File: config.mk
export PLATFORM = sky130hd
export DESIGN_NAME = i2cpw_ram
export DESIGN_NICKNAME = d
export VERILOG_FILES = /design/src/rtl/i2cpw_ram.sv
export SDC_FILE = /design/constraint.sdc
export NUM_CORES = 1
export LEC_CHECK = 0
export BUFFER_PORTS_ARGS = -buffer_cell sky130_fd_sc_hd__buf_2
export CAP_MARGIN = 10
export CORE_UTILIZATION = 57
export DETAILED_ROUTE_END_ITERATION = 16
export HOLD_SLACK_MARGIN = 0.08
export PLACE_DENSITY = 0.76
export SETUP_SLACK_MARGIN = 0.2
export SKIP_LAST_GASP = 1
export SYNTH_ARGS = -nofsm -noshare
export SYNTH_HDL_FRONTEND = slang
export SYNTH_SLANG_ARGS = --single-unit
File: constraint.sdc
create_clock -name clk -period 2.8 [get_ports clk]
set_clock_uncertainty 0.05 [all_clocks]
set_input_delay 0.28 -clock clk [delete_from_list [all_inputs] [get_ports clk]]
set_output_delay 0.28 -clock clk [all_outputs]
set_load 0.01 [all_outputs]
File: src/rtl/i2cpw_ram.sv
`timescale 1ns / 1ps
// ----------------------------------------------------------------------------
// i2cpw_ram
// Generic single-clock RAM with one write port and one registered read port.
// ----------------------------------------------------------------------------
module i2cpw_ram #(
  parameter int WIDTH = 8,
  parameter int DEPTH = 128
) (
  input  logic                     clk,
  input  logic                     we,
  input  logic [$clog2(DEPTH)-1:0] waddr,
  input  logic [WIDTH-1:0]         wdata,
  input  logic [$clog2(DEPTH)-1:0] raddr,
  output logic [WIDTH-1:0]         rdata
);

  logic [WIDTH-1:0] mem [DEPTH];

  always_ff @(posedge clk) begin
    if (we) begin
      mem[waddr] <= wdata;
    end
    rdata <= mem[raddr];
  end

endmodule

### After elaboration in Yosys (flattened, before gate mapping)

Memory sizes are Yosys's and may differ from the RTL's. A register that Yosys moved wholly into a read port is not among the register bits.
Index checks and enable logic that the tools add are counted.

| storage, ports and cells | value |
|---|---|
| register bits | 0 |
| bits in writable memories | 1024 |
| input bits | 24 |
| output and inout port bits | 8 |
| logic and storage cells | 3 |
| memories kept | 1 |

| cells by class | value |
|---|---|
| muxes and demuxes | 2 |

Memory list:

| name | depth | bits a word | read ports | clocked after memory_dff | wr ports | RTL line | text |
|---|---|---|---|---|---|---|---|
| mem | 128 | 8 | 1 | 1 | 1 | 18 | `logic [WIDTH-1:0] mem [DEPTH];` |

Operator list:

| kind | count |
|---|---|
| 1-bit two-way mux | 2 |

### Logic depth before layout (Yosys ltp)

Gate-level depths: netlist (run 1).

| logic depth | value |
|---|---|
| word-level depth | 2 |
| gate-level depth with buffers | 7 |

### Least setup slack after synthesis (run 1)

Ideal clock, no wire load.

| timing path | value |
|---|---|
| kind | input -> register |
| start | in raddr[0] |
| end | reg rdata[0] (read register of mem) |
| library setup time | 0.121 ns |
| arrival | 2.663 ns |
| data required time | 2.629 ns |
| slack | -0.034 ns |
| stages on the path | 6 |
| cell sequence | clkbuf_1 buf_1 mux4_2 mux4_2 mux4_2 mux2_2 |

RTL lines:

| what | RTL line | text |
|---|---|---|
| from (decl) | 14 | `input logic [$clog2(DEPTH)-1:0] raddr,` |
| to (decl) | 15 | `output logic [WIDTH-1:0] rdata` |

==> results of run 1 <==
-- worst register-to-register path: stages, from the launching register on --
cell and delay (ps):
sky130_fd_sc_hd__edfxtp_1 390, sky130_fd_sc_hd__mux4_2 510, sky130_fd_sc_hd__mux4_2 630, sky130_fd_sc_hd__mux4_2 560, sky130_fd_sc_hd__mux2_2 280
-- per-layer routing --
| metal | global-route usage, % | wire [um] |
|---|---|---|
| met1 | 36.8 | 33300 |
| met2 | 43.9 | 46400 |
| met3 | 5.77 | 9330 |
| met4 | 9.44 | 3350 |
| met5 | 0 | 78 |
-- flip-flops by register name, summed over array words and instances (netlist names) --
name,flops
mem,1024
rdata,8
-- stage by stage --
stage               utilization (%)  cell area (um^2)  hold slack, ps  power (uW)  std cells
floorplan                         -             39800             329       18300       1635
global route                   66.7             45800             117       32300       2908
global placement               62.1             42700             673       19100       2720
finish                         66.7             45800             119       31600       2910
CTS                            66.7             45800            96.1       31700       2907
detailed placement             62.1             42700             669       19100       2720
-- what timing repair did --
item,4_1_cts,5_1_grt
buffers inserted,0,0
hold buffers,2,0
hold endpoints to repair,20,0
-- layout by cell type (no fill, tap or decap) --
cell type	count
sky130_fd_sc_hd__clkbuf_1	22
sky130_fd_sc_hd__inv_16	2
sky130_fd_sc_hd__buf_2	20
sky130_fd_sc_hd__buf_4	185
sky130_fd_sc_hd__clkinvlp_4	2
sky130_fd_sc_hd__buf_12	36
sky130_fd_sc_hd__or3_1	1
sky130_fd_sc_hd__dfxtp_1	8
sky130_fd_sc_hd__nor3_1	9
sky130_fd_sc_hd__dlygate4sd3_1	2
sky130_fd_sc_hd__buf_8	2
sky130_fd_sc_hd__clkinv_16	1
sky130_fd_sc_hd__inv_8	1
sky130_fd_sc_hd__nand4_1	3
sky130_fd_sc_hd__clkinv_8	2
sky130_fd_sc_hd__clkbuf_16	101
sky130_fd_sc_hd__bufinv_16	6
sky130_fd_sc_hd__nand3_1	12
sky130_fd_sc_hd__nor2b_1	7
sky130_fd_sc_hd__edfxtp_1	1024
sky130_fd_sc_hd__nand2b_1	2
sky130_fd_sc_hd__nand2_1	14
sky130_fd_sc_hd__mux2_2	8
sky130_fd_sc_hd__mux4_2	336
sky130_fd_sc_hd__nor2_1	122
sky130_fd_sc_hd__clkinv_2	16
sky130_fd_sc_hd__diode_2	3
sky130_fd_sc_hd__clkinv_1	32
-- cells by family after synthesis --
family        synth area share (%)
flops                         77.9
simple gates                  1.76
mux                           19.3
buf+inv                       1.01
-- power groups by stage --
stage | clock network (uW) | registers (uW) | logic (uW)
global placement | 0 | 17400 | 1650
global route | 13500 | 17100 | 1760
floorplan | 0 | 17400 | 889
CTS | 12900 | 17100 | 1700
finish | 12800 | 17100 | 1700
detailed placement | 0 | 17400 | 1680
-- final cells by class --
| type | instances | area, um^2 |
|---|---|---|
| clock inverter | 62 | 509 |
| multi-input combinational | 514 | 8350 |
| fill | 4192 | 22900 |
| clock buffer | 123 | 2610 |
| antenna | 3 | 7.51 |
| sequential | 1032 | 30900 |
| timing repair buffer | 245 | 2260 |
| tap | 931 | 1160 |
-- how the worst max path moves through the flow --
stage                           to  slack (ps)  depth (start not counted)
after global placement    rdata[6]        -230                          7
after detailed placement  rdata[6]        -260                          7
after floorplan           rdata[0]         200                          7
final                     rdata[1]         260                          4
after global routing      rdata[1]         240                          4
after CTS                 rdata[1]         220                          4
==> reports/qor_table.md, run 1 <==
| Quantity | This run |
| --- | --- |
| Outcome | finished clean |
| Top-Level Pins | 32 |
| Largest net degree at the start of global routing | 129 |
| Min-Delay Path Class | input port to flip-flop |
| Wire length per cell after detailed routing | 31.8 um |
| Wire length of the first global-routing pass | 134000 um |
| Cell breakdown of the critical path | mux4_2, mux4_2, mux4_2, mux2_2 |
| Final max-slew violation count | 0 |
| Routed vias/inst | 6.52 |
| CTS Root Buffer Type | sky130_fd_sc_hd__clkbuf_16 |
| Routed vias | 19000 |
| Smallest setup slack after layout | 257 ps |
| Hold violation total from the final report | 0 |
| Minimum clock period | 2540 ps |
| Starting Density | 57.7% |
| Most area-consuming cells after synthesis | sky130_fd_sc_hd__edfxtp_1, sky130_fd_sc_hd__mux4_2, sky130_fd_sc_hd__nor2_1 |
| Internal power summed over all cells | 25000 uW |
| Clock transition at path regs | 60 ps |
| Post-synth net total | 1659 |
| Switching share of total power | 20.9% |
| Maximum fanout along the worst path | 1 |
| Origin of the worst min-delay path | wdata[4] |
| Max-cap violations | 0 |
| Leakage | 0.0145 uW |
| Vias in the first global route | 19300 |
| Arrival time at the worst endpoint | 3040 ps |
| Total Neg Setup Slack | 0 ps |
| Die width | 266 um |
| Post-synth ARST share | 0% |
| Power share of the clock group | 40.5% |
| Proportion of netlist area held by the largest area contributor | 77.5% |
| Number of instances in the synthesized netlist | 1635 |
| Setup slack, reg-to-reg | 260 ps |
| Clock buffer count from CTS | 99 |
| Post-synthesis instance area | 39700 um^2 |
| Hold EP | mem[20][4] |
| RSZ-0062 raised after global routing | false |
| FMAX | 0.393 GHz |
| Count of H-tree levels built during CTS | 3 |
| CTS tree | yes |
| Number of sinks driven by the clock tree | 1032 |
| Number of buffer and inverter instances along the worst setup path | 0 |
| Routed Wire Length | 92400 um |
| Portion of total power attributed to combinational logic | 5.4% |
| Worst path slowest cell | sky130_fd_sc_hd__mux4_2 |
| Power density over the cells | 690 nW/um^2 |
| RD Place Congestion | 0.835 |
| Area leader, netlist | sky130_fd_sc_hd__edfxtp_1 |
| Unique masters post-synth | 17 |
| Rel. slew slack | 35.1% |
| EDFF count, synth | 1024 |
| Cell type group with the largest total delay on the critical path | multiplexers |
| PortBufs | 31 |
| Remaining routing DRC violations | 0 |
| Reported net switching power | 6610 uW |
| Type of element capturing the critical path | flip-flop |
| Post-synth top cells | sky130_fd_sc_hd__edfxtp_1, sky130_fd_sc_hd__mux4_2, sky130_fd_sc_hd__nor2_1, sky130_fd_sc_hd__clkbuf_1, sky130_fd_sc_hd__buf_1 |
| Area grow syn2layout | 15.5% |
| DIE AREA | 70600 um^2 |
| Drt first-iter violations | 2561 |
| Proportion of synthesized chip area in sequential cells | 77.9% |
| Number of iterations in the first detailed-routing pass | 5 |
| Critical path data required time | 3290 ps |
| Number of nets at the end of the flow | 1916 |
| Height of the chip | 266 um |
| Most Frequent Cell on Critical Path | sky130_fd_sc_hd__mux4_2 |
| Critical path launch point | mem[119][1] |
| Number of antenna violations at the first check in global routing | 9 |
| Setup violators final | 0 |
| Final HPWL from detailed placement | 56100 um |
| Mean instance size in the synthesized netlist | 24.3 um^2 |
| Num rows | 96 |
| Slew at the pin closest to its max-slew limit | 970 ps |
| Max rail drop VDD | 0.657 mV |
| Number of cells on the worst reg-to-reg path | 4 |
| Crit path launch type | flip-flop |
| Worst slack at placement | -260 ps |
| CTS-repair resized insts | 0 |
| Dominant synthesized flop cell | sky130_fd_sc_hd__edfxtp_1 |
| Setup Crit Path Kind | flip-flop to flip-flop |
| All-layer global routing usage | 27.0% |
| Proportion of power drawn by flip-flops and latches | 54.1% |
| Clock Latency Late Sink | 670 ps |
| Overall overflow remaining after global route | 0 |
| CTS max path bufs | 3 |
| Fraction of final layout cells sized beyond drive strength 1 | 36.3% |
| Highest cell delay on the worst timing path | 630 ps |
| Endpoint of the lowest-slack register-to-register path | rdata[1] |
| Core area | 68700 um^2 |
| Critical register-to-register path startpoint | mem[119][1] |
| Number of antenna-violating nets in the routed design | 0 |
| Count leader, synth | sky130_fd_sc_hd__edfxtp_1 |
| Post-route fraction of the period consumed by the critical path | 90.8% |
| Yosys Warn Count | 0 |
| WHS Path Cells | 1 |
| Yosys reg bits | 1032 |
Power figures use the tool's default switching activity.
==> run 2: changes to the inputs <==
==> constraint.sdc (replaced) <==
create_clock -name clk -period 2.8 [get_ports clk]
set_clock_uncertainty 0.05 [all_clocks]
set_input_delay 0 -clock clk [delete_from_list [all_inputs] [get_ports clk]]
set_output_delay 0 -clock clk [all_outputs]
set_load 0.01 [all_outputs]
==> reports/qor_table.md, run 2 (synthesized netlist as in run 1, its figures left out) <==
| Quantity | This run | Delta |
| --- | --- | --- |
| Number of buffer and inverter instances along the worst setup path | 0 | unchanged |
| CTS Root Buffer Type | sky130_fd_sc_hd__clkbuf_16 | unchanged |
| Number of flip-flops under the largest register name | 1024 | unchanged |
| Worst path slowest cell | sky130_fd_sc_hd__mux4_2 | unchanged |
| Final max-slew violation count | 0 | unchanged |
| Worst slack at placement | -65.2 ps | was -260 ps |
| Fraction of final layout cells sized beyond drive strength 1 | 36.5% | was 36.3% |
| Power density over the cells | 700 nW/um^2 | was 690 nW/um^2 |
| Slew at the pin closest to its max-slew limit | 898 ps | was 970 ps |
| FMAX | 0.398 GHz | was 0.393 GHz |
| RSZ-0062 raised after global routing | false | unchanged |
| Total non-filler cell area in the finished layout | 45900 um^2 | was 45800 um^2 |
| Count of H-tree levels built during CTS | 3 | unchanged |
| Cell breakdown of the critical path | mux4_2, mux4_2, mux4_2, mux2_2 | unchanged |
| Leakage | 0.0145 uW | about the same |
| Pwr Total | 32100 uW | was 31600 uW |
| Number of nets at the end of the flow | 1912 | was 1916 |
| Largest net degree at the start of global routing | 76 | was 129 |
| Final-layout fill cell count | 4129 | was 4192 |
| Most frequent standard cell in the layout excluding fill and tap cells | sky130_fd_sc_hd__edfxtp_1 | unchanged |
| Total Neg Setup Slack | 0 ps | unchanged |
| Num rows | 96 | unchanged |
| Critical path data required time | 3280 ps | was 3290 ps |
| Hold violation total from the final report | 0 | unchanged |
| Outcome | finished clean | unchanged |
| Overall overflow remaining after global route | 0 | unchanged |
| Clock buffer count from CTS | 98 | was 99 |
| Clock transition at path regs | 60 ps | about the same |
| Routed vias | 18900 | was 19000 |
| Post-detailed-placement cell area | 42500 um^2 | was 42700 um^2 |
| CTS tree | yes | unchanged |
| Type of element capturing the critical path | flip-flop | unchanged |
| Setup violators final | 0 | unchanged |
| Clock Latency Late Sink | 660 ps | was 670 ps |
| Routed Wire Length | 92700 um | was 92400 um |
| Die width | 266 um | unchanged |
| Remaining routing DRC violations | 0 | unchanged |
| DIE AREA | 70600 um^2 | unchanged |
| PortBufs | 31 | unchanged |
| Area of the multi-input gates | 8350 um^2 | unchanged |
| Wire length of the first global-routing pass | 135000 um | was 134000 um |
| Number of antenna-violating nets in the routed design | 0 | unchanged |
| CTS max path bufs | 3 | unchanged |
| Area grow syn2layout | 15.7% | was 15.5% |
| Number of iterations in the first detailed-routing pass | 5 | unchanged |
| Routed vias/inst | 6.52 | about the same |
| Most flops, register | mem | unchanged |
| Arrival time at the worst endpoint | 2990 ps | was 3040 ps |
| Setup Crit Path Kind | flip-flop to flip-flop | unchanged |
| RD Place Congestion | 0.829 | was 0.835 |
| Starting Density | 57.7% | unchanged |
| Number of sinks driven by the clock tree | 1032 | unchanged |
| Registers with the most flip-flops | mem x1024, rdata x8 | unchanged |
| Height of the chip | 266 um | unchanged |
| Cell type group with the largest total delay on the critical path | multiplexers | unchanged |
| Smallest setup slack after layout | 289 ps | was 257 ps |
| Crit path launch type | flip-flop | unchanged |
| Minimum clock period | 2510 ps | was 2540 ps |
| Most used cells in the layout excluding fill and tap cells | sky130_fd_sc_hd__edfxtp_1, sky130_fd_sc_hd__mux4_2, sky130_fd_sc_hd__buf_4 | unchanged |
| Vias in the first global route | 19400 | was 19300 |
| Rel. slew slack | 40.1% | was 35.1% |
| Number of setup buffers added after CTS | 0 | unchanged |
| Max rail drop VDD | 0.530 mV | was 0.657 mV |
| Final HPWL from detailed placement | 55100 um | was 56100 um |
| Most Frequent Cell on Critical Path | sky130_fd_sc_hd__mux4_2 | unchanged |
| Diodes inserted | 0 | was 3 |
| Wire length per cell after detailed routing | 31.9 um | was 31.8 um |
| Core area | 68700 um^2 | unchanged |
| Min-Delay Path Class | input port to flip-flop | unchanged |
| All-layer global routing usage | 27.0% | about the same |
| Post-route fraction of the period consumed by the critical path | 89.7% | was 90.8% |
| Top-Level Pins | 32 | unchanged |
| Highest cell delay on the worst timing path | 590 ps | was 630 ps |
| Drt first-iter violations | 2577 | was 2561 |
| Max-cap violations | 0 | unchanged |
| Sequential standard cell area | 30900 um^2 | unchanged |
| Number of antenna violations at the first check in global routing | 2 | was 9 |
| Maximum fanout along the worst path | 1 | unchanged |
| Min Hold Slack | 142 ps | was 119 ps |
==> run 2: cell count changes in the layout (fill, tap and decap cells not counted), sizes merged, moves of 3 or more <==
cell and delta:
buf -19, dlygate4sd3 +16, clkbuf -14, clkinv +6, bufinv +5, clkinvlp +3
diode -3
==> run 2: where the power goes <==
group / internal [uW] / switching [uW] / total (uW)
Combinational: 736 / 977 / 1710
Sequential: 17100 / 31.6 / 17100
Clock: 7570 / 5740 / 13300
Total: 25400 / 6750 / 32100
==> run 2: layout make-up <==
cell class                      count  share of cell area [%]
Clock buffer                      109                    5.53
Clock inverter                     75                    1.53
Multi-Input combinational cell    514                    18.2
Sequential cell                  1032                    67.4
Tap cell                          931                    2.54
Timing Repair Buffer              242                    4.83
==> run 2: worst reg2reg max path, delay by kind of cell (launching register included) <==
kind   cells  cell delay (ps)
DFF        1              380
muxes      4             1960
==> run 2: worst paths after layout <==
check | startpoint | end | slack (ps) | cells after the start
worst max-delay path | mem[92][5] | rdata[5] | 290 | 4
worst min-delay path | waddr[5] | mem[103][0] | 140 | 4
worst max register to register | mem[92][5] | rdata[5] | 290 | 4
worst min register to register | mem[125][6] | rdata[6] | 1110 | 4
==> run 2: per-stage QoR <==
step           utilization, %  cells
5_1_grt                  66.8   2903
6_report                 66.8   2903
2_1_floorplan               -   1635
3_5_place_dp             61.8   2701
3_3_place_gp             61.8   2701
4_1_cts                  66.8   2903
==> run 2: repair_timing <==
item                                   CTS  global route
hold buffers                            18             0
resized for setup                        0             0
endpoints found under the hold margin  663             0
setup endpoints to repair                0             0
==> run 2: per-layer routing <==
layer	global-route usage (%)	part of all wire, %
met3	5.12	10
met5	0	0.014
met4	9.38	3.5
met1	37.4	36
met2	43.9	50
